**src/rtl/slsm_pkg.sv**
```systemverilog
// Shared types, constants and field layout for the sensor limit safety monitor.
// No dependencies.
`timescale 1ns / 1ps

package slsm_pkg;

  localparam int SENSORS  = 16;
  localparam int VALUE_W  = 32;
  localparam int MASK_W   = 16;
  // token holds a count of sensors still to check, 0..SENSORS
  localparam int CNT_W    = $clog2(SENSORS + 1);

  typedef enum logic [1:0] {
    CMD_TICK      = 2'd0,
    CMD_HEARTBEAT = 2'd1,
    CMD_VALUE     = 2'd2,
    CMD_LIMIT     = 2'd3
  } cmd_t;

  // register indexes on the write port
  localparam int CFG_IDX_W = 3;
  localparam logic [CFG_IDX_W-1:0] CFG_POWER_BOARD   = 3'd0;
  localparam logic [CFG_IDX_W-1:0] CFG_OVERLOAD_MASK = 3'd1;
  localparam logic [CFG_IDX_W-1:0] CFG_TICKS_PER_SEC = 3'd2;
  localparam logic [CFG_IDX_W-1:0] CFG_MIN_HEARTBEAT = 3'd3;
  localparam logic [CFG_IDX_W-1:0] CFG_STARTUP_SEC   = 3'd4;
  localparam logic [CFG_IDX_W-1:0] CFG_REPORT_SEC    = 3'd5;
  localparam logic [CFG_IDX_W-1:0] CFG_SENSOR_COUNT  = 3'd6;
  localparam int CFG_DATA_W = 16;

  // register reset values
  localparam logic        RST_POWER_BOARD   = 1'b1;
  localparam logic [15:0] RST_OVERLOAD_MASK = 16'd0;
  localparam logic [7:0]  RST_TICKS_PER_SEC = 8'd20;
  localparam logic [7:0]  RST_MIN_HEARTBEAT = 8'd4;
  localparam logic [7:0]  RST_STARTUP_SEC   = 8'd10;
  localparam logic [7:0]  RST_REPORT_SEC    = 8'd5;
  localparam logic [4:0]  RST_SENSOR_COUNT  = 5'd16;

  // input request layout
  localparam int IN_IDX_LSB   = 0;
  localparam int IN_VAL_LSB   = 4;
  localparam int IN_LOW_LSB   = IN_VAL_LSB + VALUE_W;
  localparam int IN_HIGH_LSB  = IN_LOW_LSB + VALUE_W;
  localparam int IN_OV_LSB    = IN_HIGH_LSB + VALUE_W;
  localparam int IN_BITS      = IN_OV_LSB + 16;
  localparam int IN_W         = ((IN_BITS + 7) / 8) * 8;

  // result layout
  localparam int OUT_SAFE_BIT  = 0;
  localparam int OUT_SHUT_BIT  = 1;
  localparam int OUT_CLR_BIT   = 2;
  localparam int OUT_REP_BIT   = 3;
  localparam int OUT_ABOVE_LSB = 4;
  localparam int OUT_BELOW_LSB = OUT_ABOVE_LSB + MASK_W;
  localparam int OUT_SCHED_BIT = OUT_BELOW_LSB + MASK_W;
  localparam int OUT_PERS_LSB  = OUT_SCHED_BIT + 1;
  localparam int OUT_BITS      = OUT_PERS_LSB + 16;
  localparam int OUT_W         = ((OUT_BITS + 7) / 8) * 8;

  // write broadcast to the sensor cells
  typedef struct packed {
    logic               ld_value;
    logic               ld_limits;
    logic [VALUE_W-1:0] value;
    logic [VALUE_W-1:0] low;
    logic [VALUE_W-1:0] high;
  } cell_wr_t;

endpackage

```
**src/rtl/slsm_cell.sv**
```systemverilog
// One sensor cell: reading, limits and sticky trip flags of one sensor.
// Depends on slsm_pkg. Passes the scan token to the next cell each cycle.
`timescale 1ns / 1ps

module slsm_cell (
  input  logic                       clk,
  input  logic                       rst,
  input  slsm_pkg::cell_wr_t         wr,
  input  logic                       sel,
  input  logic [slsm_pkg::CNT_W-1:0] tok_in,
  output logic [slsm_pkg::CNT_W-1:0] tok_out,
  output logic                       above,
  output logic                       below
);
  import slsm_pkg::*;

  logic signed [VALUE_W-1:0] reading;
  logic signed [VALUE_W-1:0] lower;
  logic signed [VALUE_W-1:0] upper;
  logic                      active;

  assign active = (tok_in != '0);

  always_ff @(posedge clk) begin
    if (rst) begin
      reading <= '0;
      lower   <= '0;
      upper   <= '0;
      tok_out <= '0;
      above   <= 1'b0;
      below   <= 1'b0;
    end else begin
      if (sel && wr.ld_limits) begin
        lower   <= wr.low;
        upper   <= wr.high;
        reading <= wr.value;
      end else if (sel && wr.ld_value) begin
        reading <= wr.value;
      end
      tok_out <= active ? tok_in - CNT_W'(1) : '0;
      if (active && (reading > upper)) above <= 1'b1;
      if (active && (reading < lower)) below <= 1'b1;
    end
  end

endmodule

```
**config.mk**
```make
export PLATFORM = sky130hd
export DESIGN_NAME = slsm_cell
export DESIGN_NICKNAME = d
export VERILOG_FILES = /design/src/rtl/slsm_pkg.sv /design/src/rtl/slsm_cell.sv
export SDC_FILE = /design/constraint.sdc
export NUM_CORES = 1
export LEC_CHECK = 0
export ABC_CLOCK_PERIOD_IN_PS = 2400
export BUFFER_PORTS_ARGS = -buffer_cell sky130_fd_sc_hd__buf_4
export CORE_MARGIN = 1
export CORE_UTILIZATION = 39
export DETAILED_ROUTE_END_ITERATION = 7
export GPL_ROUTABILITY_DRIVEN = 0
export GPL_TIMING_DRIVEN = 0
export HOLD_SLACK_MARGIN = 0.03
export PLACE_DENSITY = 0.66
export SYNTH_ARGS = -nofsm -noshare
export SYNTH_HDL_FRONTEND = slang
export SYNTH_SLANG_ARGS = --single-unit
```
**constraint.sdc**
```tcl
create_clock -name clk -period 2.4 [get_ports clk]
set_clock_uncertainty 0.2 [all_clocks]
set_input_delay 0.12 -clock clk [delete_from_list [all_inputs] [get_ports clk]]
set_output_delay 0.12 -clock clk [all_outputs]
set_load 0.01 [all_outputs]
```
==> flow_metrics.tcl, run 1 <==
set metrics [dict create \
    cellInternalPower_mw 3.06 \
    grtUsageTotal_pct 22.8 \
    cp.arrival_ps 2410 \
    period_share_pct 96.6 \
    dp.cells 954 \
    nNetsFinal 1070 \
    synth_ff_type "dfxtp_1" \
    async_flop_share_pct 0 \
    r2r_start "upper[27]" \
    cts_sinks 103 \
    finalSetupViolCount 0 \
    grt_pass1_vias 5217 \
    combPwrFrac_pct 20.8 \
    fin_util_pct 59.5 \
    initial_core_util_pct 40.4 \
    finalHoldViolations 0 \
    synth_area_per_cell_um2 7.67 \
    ir_worst_vdd_mv 0.376 \
    fmax_mhz 431 \
    synth_adder_area_share_pct 15.6 \
    synth_simple_gate_area_share_pct 20.2 \
    synth_compound_area_share_pct 16.7 \
    synth-xor-area-share_pct 0.341 \
    clock-root-buffer "clkbuf_16" \
    htree_levels 3 \
    min_path_type "in2reg" \
    wire_per_inst_um 13.7 \
    setup_slack_ps 80.9 \
    port-buffer-count 112 \
    clkLatencyLatePin_ps 350 \
    switchingPower_mw 1.13 \
    power_density_mw_per_mm2 553 \
    drtIter0Drc 216 \
    multi_input_area_mm2 0.00273 \
    layout.cells.non_filler 1077 \
    die_x_um 117 \
    maxCapViolations 0 \
    placement_rows 41 \
    antenna_left 0 \
    mostFrequentLayoutCells "nand2_1, a21oi_1, buf_4" \
    path_clk_slew_ps 70 \
    synth_enable_flop_cells 0 \
    post-route-drc-count 0 \
    p_clk_share_pct 34.7 \
    ys_ff_latch 103 \
    crit_path_max_fanout 4 \
    seq_power_share_pct 44.5 \
    startpoint_type "flop" \
    fin_crit_ps 2320 \
    synth.cell_area_mm2 0.00514 \
    vias_per_cell 4.79 \
    final_max_slew_viol_count 0 \
    cts_tree "built" \
    die_area_mm2 0.0136 \
    synthCells 670 \
    syn_nets 840 \
    crit_slowest_cell "or4b_1" \
    outcome "finished, final reports clean" \
    worst_pin_slew_ps 786 \
    num_vias 5157 \
    final_common_cell "nand2_1" \
    nFillCells 1185 \
    endpoint_kind "flop" \
    regArea_mm2 0.00206 \
    core_mm2 0.0127 \
    drive_above_1_share_pct 15.0 \
    clock_path_buffers 2 \
    stdcell_area_mm2 0.00757 \
    min_delay_path_depth 4 \
    wirelength_um 14800 \
    swShare_pct 27.0 \
    dp_slack_ps 124 \
    grt_pass1_wl_um 23800 \
    numCtsBuffers 9 \
    slowest_delay_ps 530 \
    slew_headroom_pct 47.6 \
    io_pins 113 \
    dpl_cell_area_mm2 0.00619 \
    grt_start_max_net_pins 17 \
    critPathRequiredTime_ps 2490 \
    syn_to_final_growth_pct 47.4 \
    diodes 0 \
    crit_start "upper[27]" \
    dr.pass1.iters 5 \
    synth.distinct_cells 39 \
    hp-start "wr[96]" \
    r2r_slack_ps 80 \
    die_y_um 117 \
    synth_top_family_by_area "simple AND/OR/NAND/NOR gates" \
    ys_warn_count 0 \
    finalSetupTns_ps 0 \
    grt_overflow_total 0 \
    synth_mux_area_share_pct 0 \
    seq_area_frac_synth_pct 40.1 \
    crit_path_cell_trace "inv_1, ha_1, and4_1, nor4b_4, a221oi_2, o21ai_1, or4b_1, nand3_1" \
    dp_hpwl_um 10400 \
    antenna_found_initial 0 \
    rsz0062_at_grt "false" \
    ff2ff_path_depth 8 \
    r2r_end "above" \
    path_class "reg2reg" \
    power_leakage_nw 3.20 \
    hold_end "lower[2]" \
]
## what timing repair did
item | in CTS | in global routing
hold endpoints to repair | 103 | 0
hold buffers | 106 | 0
endpoints found under the setup margin | 0 | 2
resized for setup | 0 | 3
setup buffers | 0 | 1
## flip-flops by register name (all words and copies together) (netlist names)
register / cells
tok_out: 5
upper: 32
above: 1
reading: 32
lower: 32
below: 1
## synthesized netlist by cell type (2+ instances only)
library cell	instances	area, um2
a21oi_1	119	596
o21a_1	4	30.0
ha_1	64	801
nand2_1	213	800
nor2_1	7	26.3
clkbuf_1	22	82.6
xnor2_1	2	17.5
buf_1	8	30.0
nor3_1	2	10.0
nor2b_1	4	25.0
and4_1	3	26.3
a21boi_0	2	15.0
o21ai_1	2	10.0
and2_1	2	12.5
nand3_1	3	15.0
inv_1	67	251
dfxtp_1	103	2060
o311a_1	2	20.0
a31oi_1	3	18.8
nand4_1	6	37.5
nor4_1	3	18.8
o21ai_0	9	45.0
a21o_1	4	30.0
## worst max-delay path by stage
stage	endpoint	slack, ps	cells past startpoint
after floorplan	above	290	8
after global placement	above	150	8
after detailed placement	above	120	8
after CTS	above	100	8
after global routing	above	10	8
final	above	80	8
## worst max-delay path, delay by kind of cell, from the launching register on
kind                       cells  cell delay (ps)
and+or+nand+nor                4             1020
AOI/OAI and AO/OA              2              360
DFF                            1              340
adders and majority gates      1              300
buffers and inverters          1               50
## metal layers
metal	routed length, um	global-route usage (%)	up-vias
met4	233	6.92	0
met1	6380	26.5	2333
met2	7520	42.2	129
met3	625	4.43	20
met5	0	0	-
li1	-	-	2675
## through the flow
step	power [mW]	hold WS, ps
2_1_floorplan	2.31	-7.62
3_3_place_gp	2.59	109
3_5_place_dp	2.62	107
4_1_cts	4.20	231
5_1_grt	4.39	262
6_report	4.19	223
## power groups by stage
stage | Sequential, mW | Clock (mW) | Combinational, mW
floorplan | 1.89 | 0 | 0.412
global placement | 1.90 | 0 | 0.692
detailed placement | 1.90 | 0 | 0.715
CTS | 1.87 | 1.48 | 0.858
global route | 1.88 | 1.54 | 0.974
finish | 1.87 | 1.45 | 0.870
## cell type report
cell class / count / share of cell area (%)
multi-input cells: 470 / 36.0
clock inverters: 3 / 0.347
flip-flops and latches: 103 / 27.2
well taps: 172 / 2.84
clock buffers: 13 / 3.57
inverters: 67 / 3.32
plain buffers: 30 / 1.49
repair buffers: 219 / 25.2
## cells by family after synthesis
| logic type | after synthesis |
|---|---|
| AO/OA/AOI/OAI | 155 |
| XOR/XNOR | 2 |
| adder cells (fa/ha/maj) | 64 |
| buffers and inverters | 97 |
| flip-flops | 103 |
| AND/OR/NAND/NOR | 249 |
No activity file was read; power rests on OpenSTA's default activity.
==> inputs of run 2 (changes only) <==
==> config.mk (replaced) <==
export PLATFORM = sky130hd
export DESIGN_NAME = slsm_cell
export DESIGN_NICKNAME = d
export VERILOG_FILES = /design/src/rtl/slsm_pkg.sv /design/src/rtl/slsm_cell.sv
export SDC_FILE = /design/constraint.sdc
export NUM_CORES = 1
export LEC_CHECK = 0
export ABC_CLOCK_PERIOD_IN_PS = 2000
export BUFFER_PORTS_ARGS = -buffer_cell sky130_fd_sc_hd__buf_4
export CORE_MARGIN = 1
export CORE_UTILIZATION = 39
export DETAILED_ROUTE_END_ITERATION = 7
export GPL_TIMING_DRIVEN = 0
export HOLD_SLACK_MARGIN = 0.03
export PLACE_DENSITY = 0.68
export SYNTH_ARGS = -nofsm -noshare
export SYNTH_HDL_FRONTEND = slang
export SYNTH_SLANG_ARGS = --single-unit
==> constraint.sdc (replaced) <==
create_clock -name clk -period 2 [get_ports clk]
set_clock_uncertainty 0.2 [all_clocks]
set_input_delay 0.1 -clock clk [delete_from_list [all_inputs] [get_ports clk]]
set_output_delay 0.1 -clock clk [all_outputs]
set_load 0.01 [all_outputs]
==> run 2 against run 1 <==
  * The flow now finishes with violations (negative setup slack)
  * Non-clock buffer count increased by 2
  * Worst setup slack lost 280 ps
  * Via count is 1.4% lower
  * Wire length decreased by 0.24%
  * Combinational power increased by 29%
  * Sequential cell count unchanged
==> flow_metrics.tcl, run 2 (synthesized netlist as in run 1, its figures left out) <==
set metrics [dict create \
    startpoint_type "flop" \
    die_x_um 117 \
    rsz0062_at_grt "true" \
    critPathTopFamily "simple AND/OR/NAND/NOR gates" \
    crit_path_cell_trace "ha_4, and4_4, nor4b_4, a221oi_2, o21ai_1, or4b_1, nand3_1" \
    slew_headroom_pct 49.1 \
    finalSetupTns_ps -243 \
    crit_slowest_cell "or4b_1" \
    period_share_pct 110 \
    final_max_slew_viol_count 0 \
    place.gp.congestion 0.840 \
    grt_start_max_net_pins 16 \
    setup_slack_ps -198 \
    crit_cells 7 \
    initial_core_util_pct 40.4 \
    violations "negative setup slack" \
    r2r_slack_ps -200 \
    nNetsFinal 1072 \
    htree_levels 3 \
    crit_path_max_fanout 4 \
    r2r_start "reading[27]" \
    slowest_delay_ps 540 \
    grtUsageTotal_pct 22.4 \
    cp-endpoint "above" \
    ff2ff_path_depth 7 \
    die_area_mm2 0.0136 \
    fmax_mhz 455 \
    power_density_mw_per_mm2 664 \
    post-route-drc-count 0 \
    reg_top3 "lower x32, reading x32, upper x32" \
    wire_per_inst_um 13.7 \
    outcome "finished with violations" \
    power_leakage_nw 3.24 \
    die_y_um 117 \
    grt_pass1_vias 5064 \
    cts_tree "built" \
    cts_sinks 103 \
    stdcell_area_mm2 0.00774 \
    antenna_left 0 \
    numCtsBuffers 9 \
    core_mm2 0.0127 \
    endpoint_kind "flop" \
    finalHoldViolations 0 \
    clock-root-buffer "clkbuf_16" \
    drtIter0Drc 239 \
    final_common_cell "nand2_1" \
    critPathRequiredTime_ps 2090 \
    dp_slack_ps -347 \
    vias_per_cell 4.72 \
    antenna_found_initial 0 \
    clock_path_buffers 2 \
    placement_rows 41 \
    path_class "reg2reg" \
    total_power_mw 5.14 \
    nFillCells 1158 \
    diodes 0 \
    grt_pass1_wl_um 23200 \
    dp_hpwl_um 9950 \
    dr.pass1.iters 4 \
    syn_to_final_growth_pct 50.7 \
    cp.arrival_ps 2280 \
    drive_above_1_share_pct 18.4 \
    worst_pin_slew_ps 763 \
    io_pins 113 \
    path_clk_slew_ps 70 \
    worst-path-buf-inv 0 \
    finalSetupViolCount 2 \
    min_path_type "in2reg" \
    wirelength_um 14700 \
    ir_worst_vdd_mv 0.349 \
    fin_crit_ps 2200 \
    clkLatencyLatePin_ps 350 \
    port-buffer-count 112 \
    num_vias 5085 \
    grt_overflow_total 0 \
    r2r_end "above" \
    dpl_cell_area_mm2 0.00619 \
    maxCapViolations 0 \
    crit_start "reading[27]" \
    mostFrequentLayoutCells "nand2_1, a21oi_1, buf_4" \
]
## run 2: cell types whose count changed in the layout (fill, tap and decap cells not counted), sizes merged
cell	change
clkbuf	-2
buf	+2
bufinv	+1
## run 2: metal layers
layer	up-vias	GRT usage, %	wire, um
met5	-	0	0
met4	0	8.10	281
met3	21	2.47	415
met2	94	41.7	7490
met1	2289	26.6	6540
li1	2681	-	-
## run 2: what timing repair did
item | CTS | global route
hold buffers | 106 | 1
endpoints found under the setup margin | 2 | 7
resized for setup | 21 | 17
setup buffers | 3 | 1
pin swaps | 3 | 7
endpoints found under the hold margin | 103 | 1
## run 2: worst min-delay path: stages
cell	delay [ps]
buf_4	110
inv_1	40
ha_1	160
xnor2_1	70
nor2_1	70
## run 2: cell type report
cell class              instances  area, um2  area share, %
multi-input cells             470       2860           37.0
clock buffers                  11        253           3.26
clock inverters                 4       45.0          0.582
repair buffers                221       1920           24.9
well taps                     172        215           2.78
flip-flops and latches        103       2080           26.8
plain buffers                  30        113           1.45
inverters                      67        251           3.25
## run 2: power by group
group / leakage [nW] / switching, mW / internal (mW)
sequential: 0.850 / 0.0747 / 2.17
combinational: 2.24 / 0.529 / 0.586
clock: 0.151 / 0.758 / 1.03
total: 3.24 / 1.36 / 3.78
## run 2: how the worst min path moves through the flow
stage | from | endpoint | cells past startpoint
floorplan | tok_in[0] | tok_out[0] | 1
global placement | tok_in[0] | tok_out[0] | 2
detailed placement | tok_in[0] | tok_out[0] | 2
CTS | tok_in[1] | tok_out[2] | 5
global route | tok_in[1] | tok_out[2] | 5
finish | tok_in[1] | tok_out[2] | 5
## run 2: metrics by stage
step	cells	hold WS, ps	util (%)
2_1_floorplan	670	-27.6	-
3_3_place_gp	954	82.1	48.7
3_5_place_dp	954	94.4	48.7
4_1_cts	1077	47.3	60.2
5_1_grt	1078	81.1	60.9
6_report	1078	48.5	60.9
==> inputs of run 3 (changes only) <==
--- a/config.mk
+++ b/config.mk
@@ -7,6 +7,7 @@
 export LEC_CHECK = 0
 export ABC_CLOCK_PERIOD_IN_PS = 2000
 export BUFFER_PORTS_ARGS = -buffer_cell sky130_fd_sc_hd__buf_4
+export CORE_ASPECT_RATIO = 1.25
 export CORE_MARGIN = 1
 export CORE_UTILIZATION = 39
 export DETAILED_ROUTE_END_ITERATION = 7
==> run 3 against run 2 <==
  * Non-clock buffer count stayed put
  * Sequential cell count did not move
  * Largest power group unchanged
  * Largest cell class unchanged
  * Final cell count shrank 0.37%
  * The flow still finishes with violations (negative setup slack)
  * Via count increased by 1.5%
  * Critical path depth increased by 1
  * Worst setup slack better by 130 ps
  * Register-to-register slack gained 130 ps
  * Sequential share of layout area is 0.065 points lower
  * Combinational power hardly changed
==> flow_metrics.tcl, run 3 (synthesized netlist as in run 1, its figures left out) <==
set metrics [dict create \
    crit_slowest_cell "dfxtp_1" \
    initial_core_util_pct 40.2 \
    die_area_mm2 0.0136 \
    finalSetupTns_ps -71.9 \
    port-buffer-count 112 \
    slowest_delay_ps 360 \
    worst_pin_slew_ps 684 \
    dr.pass1.iters 5 \
    place.gp.congestion 0.836 \
    antenna_left 0 \
    fin_util_pct 60.7 \
    wire_per_inst_um 13.5 \
    vias_per_cell 4.81 \
    path_clk_slew_ps 70 \
    cts_tree "built" \
    clkLatencyLatePin_ps 350 \
    r2r_start "upper[1]" \
    wirelength_um 14500 \
    post-route-drc-count 0 \
    antenna_found_initial 0 \
    nNetsFinal 1072 \
    dp.cells 950 \
    critPathRequiredTime_ps 2030 \
    grt_start_max_net_pins 16 \
    finalSetupViolCount 2 \
    drive_above_1_share_pct 19.2 \
    total_power_mw 5.13 \
    mostFrequentLayoutCells "nand2_1, a21oi_1, buf_4" \
    grt_pass1_vias 5099 \
    power_leakage_nw 3.24 \
    period_share_pct 104 \
    numCtsBuffers 9 \
    maxCapViolations 0 \
    stdcell_area_mm2 0.00776 \
    clock_path_buffers 2 \
    reg_top3 "lower x32, reading x32, upper x32" \
    cp.arrival_ps 2100 \
    outcome "finished with violations" \
    htree_levels 3 \
    finalHoldViolations 0 \
    crit_start "upper[1]" \
    power_density_mw_per_mm2 661 \
    fin_crit_ps 2070 \
    hp-start "wr[97]" \
    clock-root-buffer "clkbuf_16" \
    layout.cells.non_filler 1074 \
    final_max_slew_viol_count 0 \
    grt_pass1_wl_um 23500 \
    cts_sinks 103 \
    path_class "reg2reg" \
    slew_headroom_pct 54.4 \
    diodes 0 \
    placement_rows 46 \
    die_y_um 130 \
    crit_path_cell_trace "inv_1, ha_1, nor2b_1, o21ai_0, a21boi_0, o311a_1, o2111ai_1, nand3_1" \
    startpoint_type "flop" \
    min_path_type "in2reg" \
    grt_overflow_total 0 \
    crit_path_max_fanout 2 \
    die_x_um 105 \
    nFillCells 1124 \
    fmax_mhz 483 \
    dp_slack_ps -200 \
    ir_worst_vdd_mv 0.481 \
    io_pins 113 \
    num_vias 5162 \
    dpl_cell_area_mm2 0.00619 \
    syn_to_final_growth_pct 51.1 \
    drtIter0Drc 186 \
    endpoint_kind "flop" \
    setup_slack_ps -70.8 \
    whs_ps 4.07 \
    rsz0062_at_grt "true" \
    core_mm2 0.0128 \
    dp_hpwl_um 10000 \
    final_common_cell "nand2_1" \
    violations "negative setup slack" \
    grtUsageTotal_pct 22.0 \
]
## run 3: cell counts in the layout (fill, tap and decap cells not counted)
Identical to the previous run, type by type.
## run 3: layout make-up
| type | count | area, um2 | share of cell area [%] |
|---|---|---|---|
| Multi-Input combinational cell | 470 | 2890 | 37.2 |
| Sequential cell | 103 | 2080 | 26.8 |
| Timing Repair Buffer | 221 | 1920 | 24.8 |
| Tap cell | 168 | 210 | 2.71 |
| Buffer | 30 | 113 | 1.45 |
| Clock inverter | 4 | 45.0 | 0.580 |
| Clock buffer | 11 | 253 | 3.26 |
| Inverter | 67 | 251 | 3.24 |
## run 3: path summary, 6_finish.rpt
kind | endpoint | slack (ps) | cells past startpoint
worst min-delay path | reading[0] | 4 | 4
worst max register to register | above | -70 | 8
worst max-delay path | above | -70 | 8
worst min register to register | lower[31] | 250 | 2
## run 3: metal layers
metal  vias up  track usage (%)  share of wire, %
met5         -                0                 0
met4         0             11.8               3.8
met3        39             2.25               2.5
met2       119             41.3                51
met1      2321             24.7                43
li1       2683                -                 -
## run 3: worst max-delay path, delay by kind of cell (launching register included)
family / cells / cell delay, ps
DFF: 1 / 360
AOI/OAI and AO/OA: 4 / 830
buffers and inverters: 1 / 70
and+or+nand+nor: 2 / 230
adders and majority gates: 1 / 280
## run 3: power by group
part	leakage (nW)	total (mW)	switching (mW)	internal [mW]
Combinational	2.24	1.11	0.519	0.587
Clock	0.151	1.78	0.752	1.03
Sequential	0.850	2.25	0.0796	2.17
Total	3.24	5.13	1.35	3.78
## run 3: timing repair
| item | in CTS | in global routing |
|---|---|---|
| pin swaps | 18 | 9 |
| setup endpoints to repair | 2 | 8 |
| gates resized for setup | 39 | 5 |
| hold endpoints to repair | 103 | 1 |
| hold buffers | 108 | 1 |
| buffers inserted | 3 | 0 |
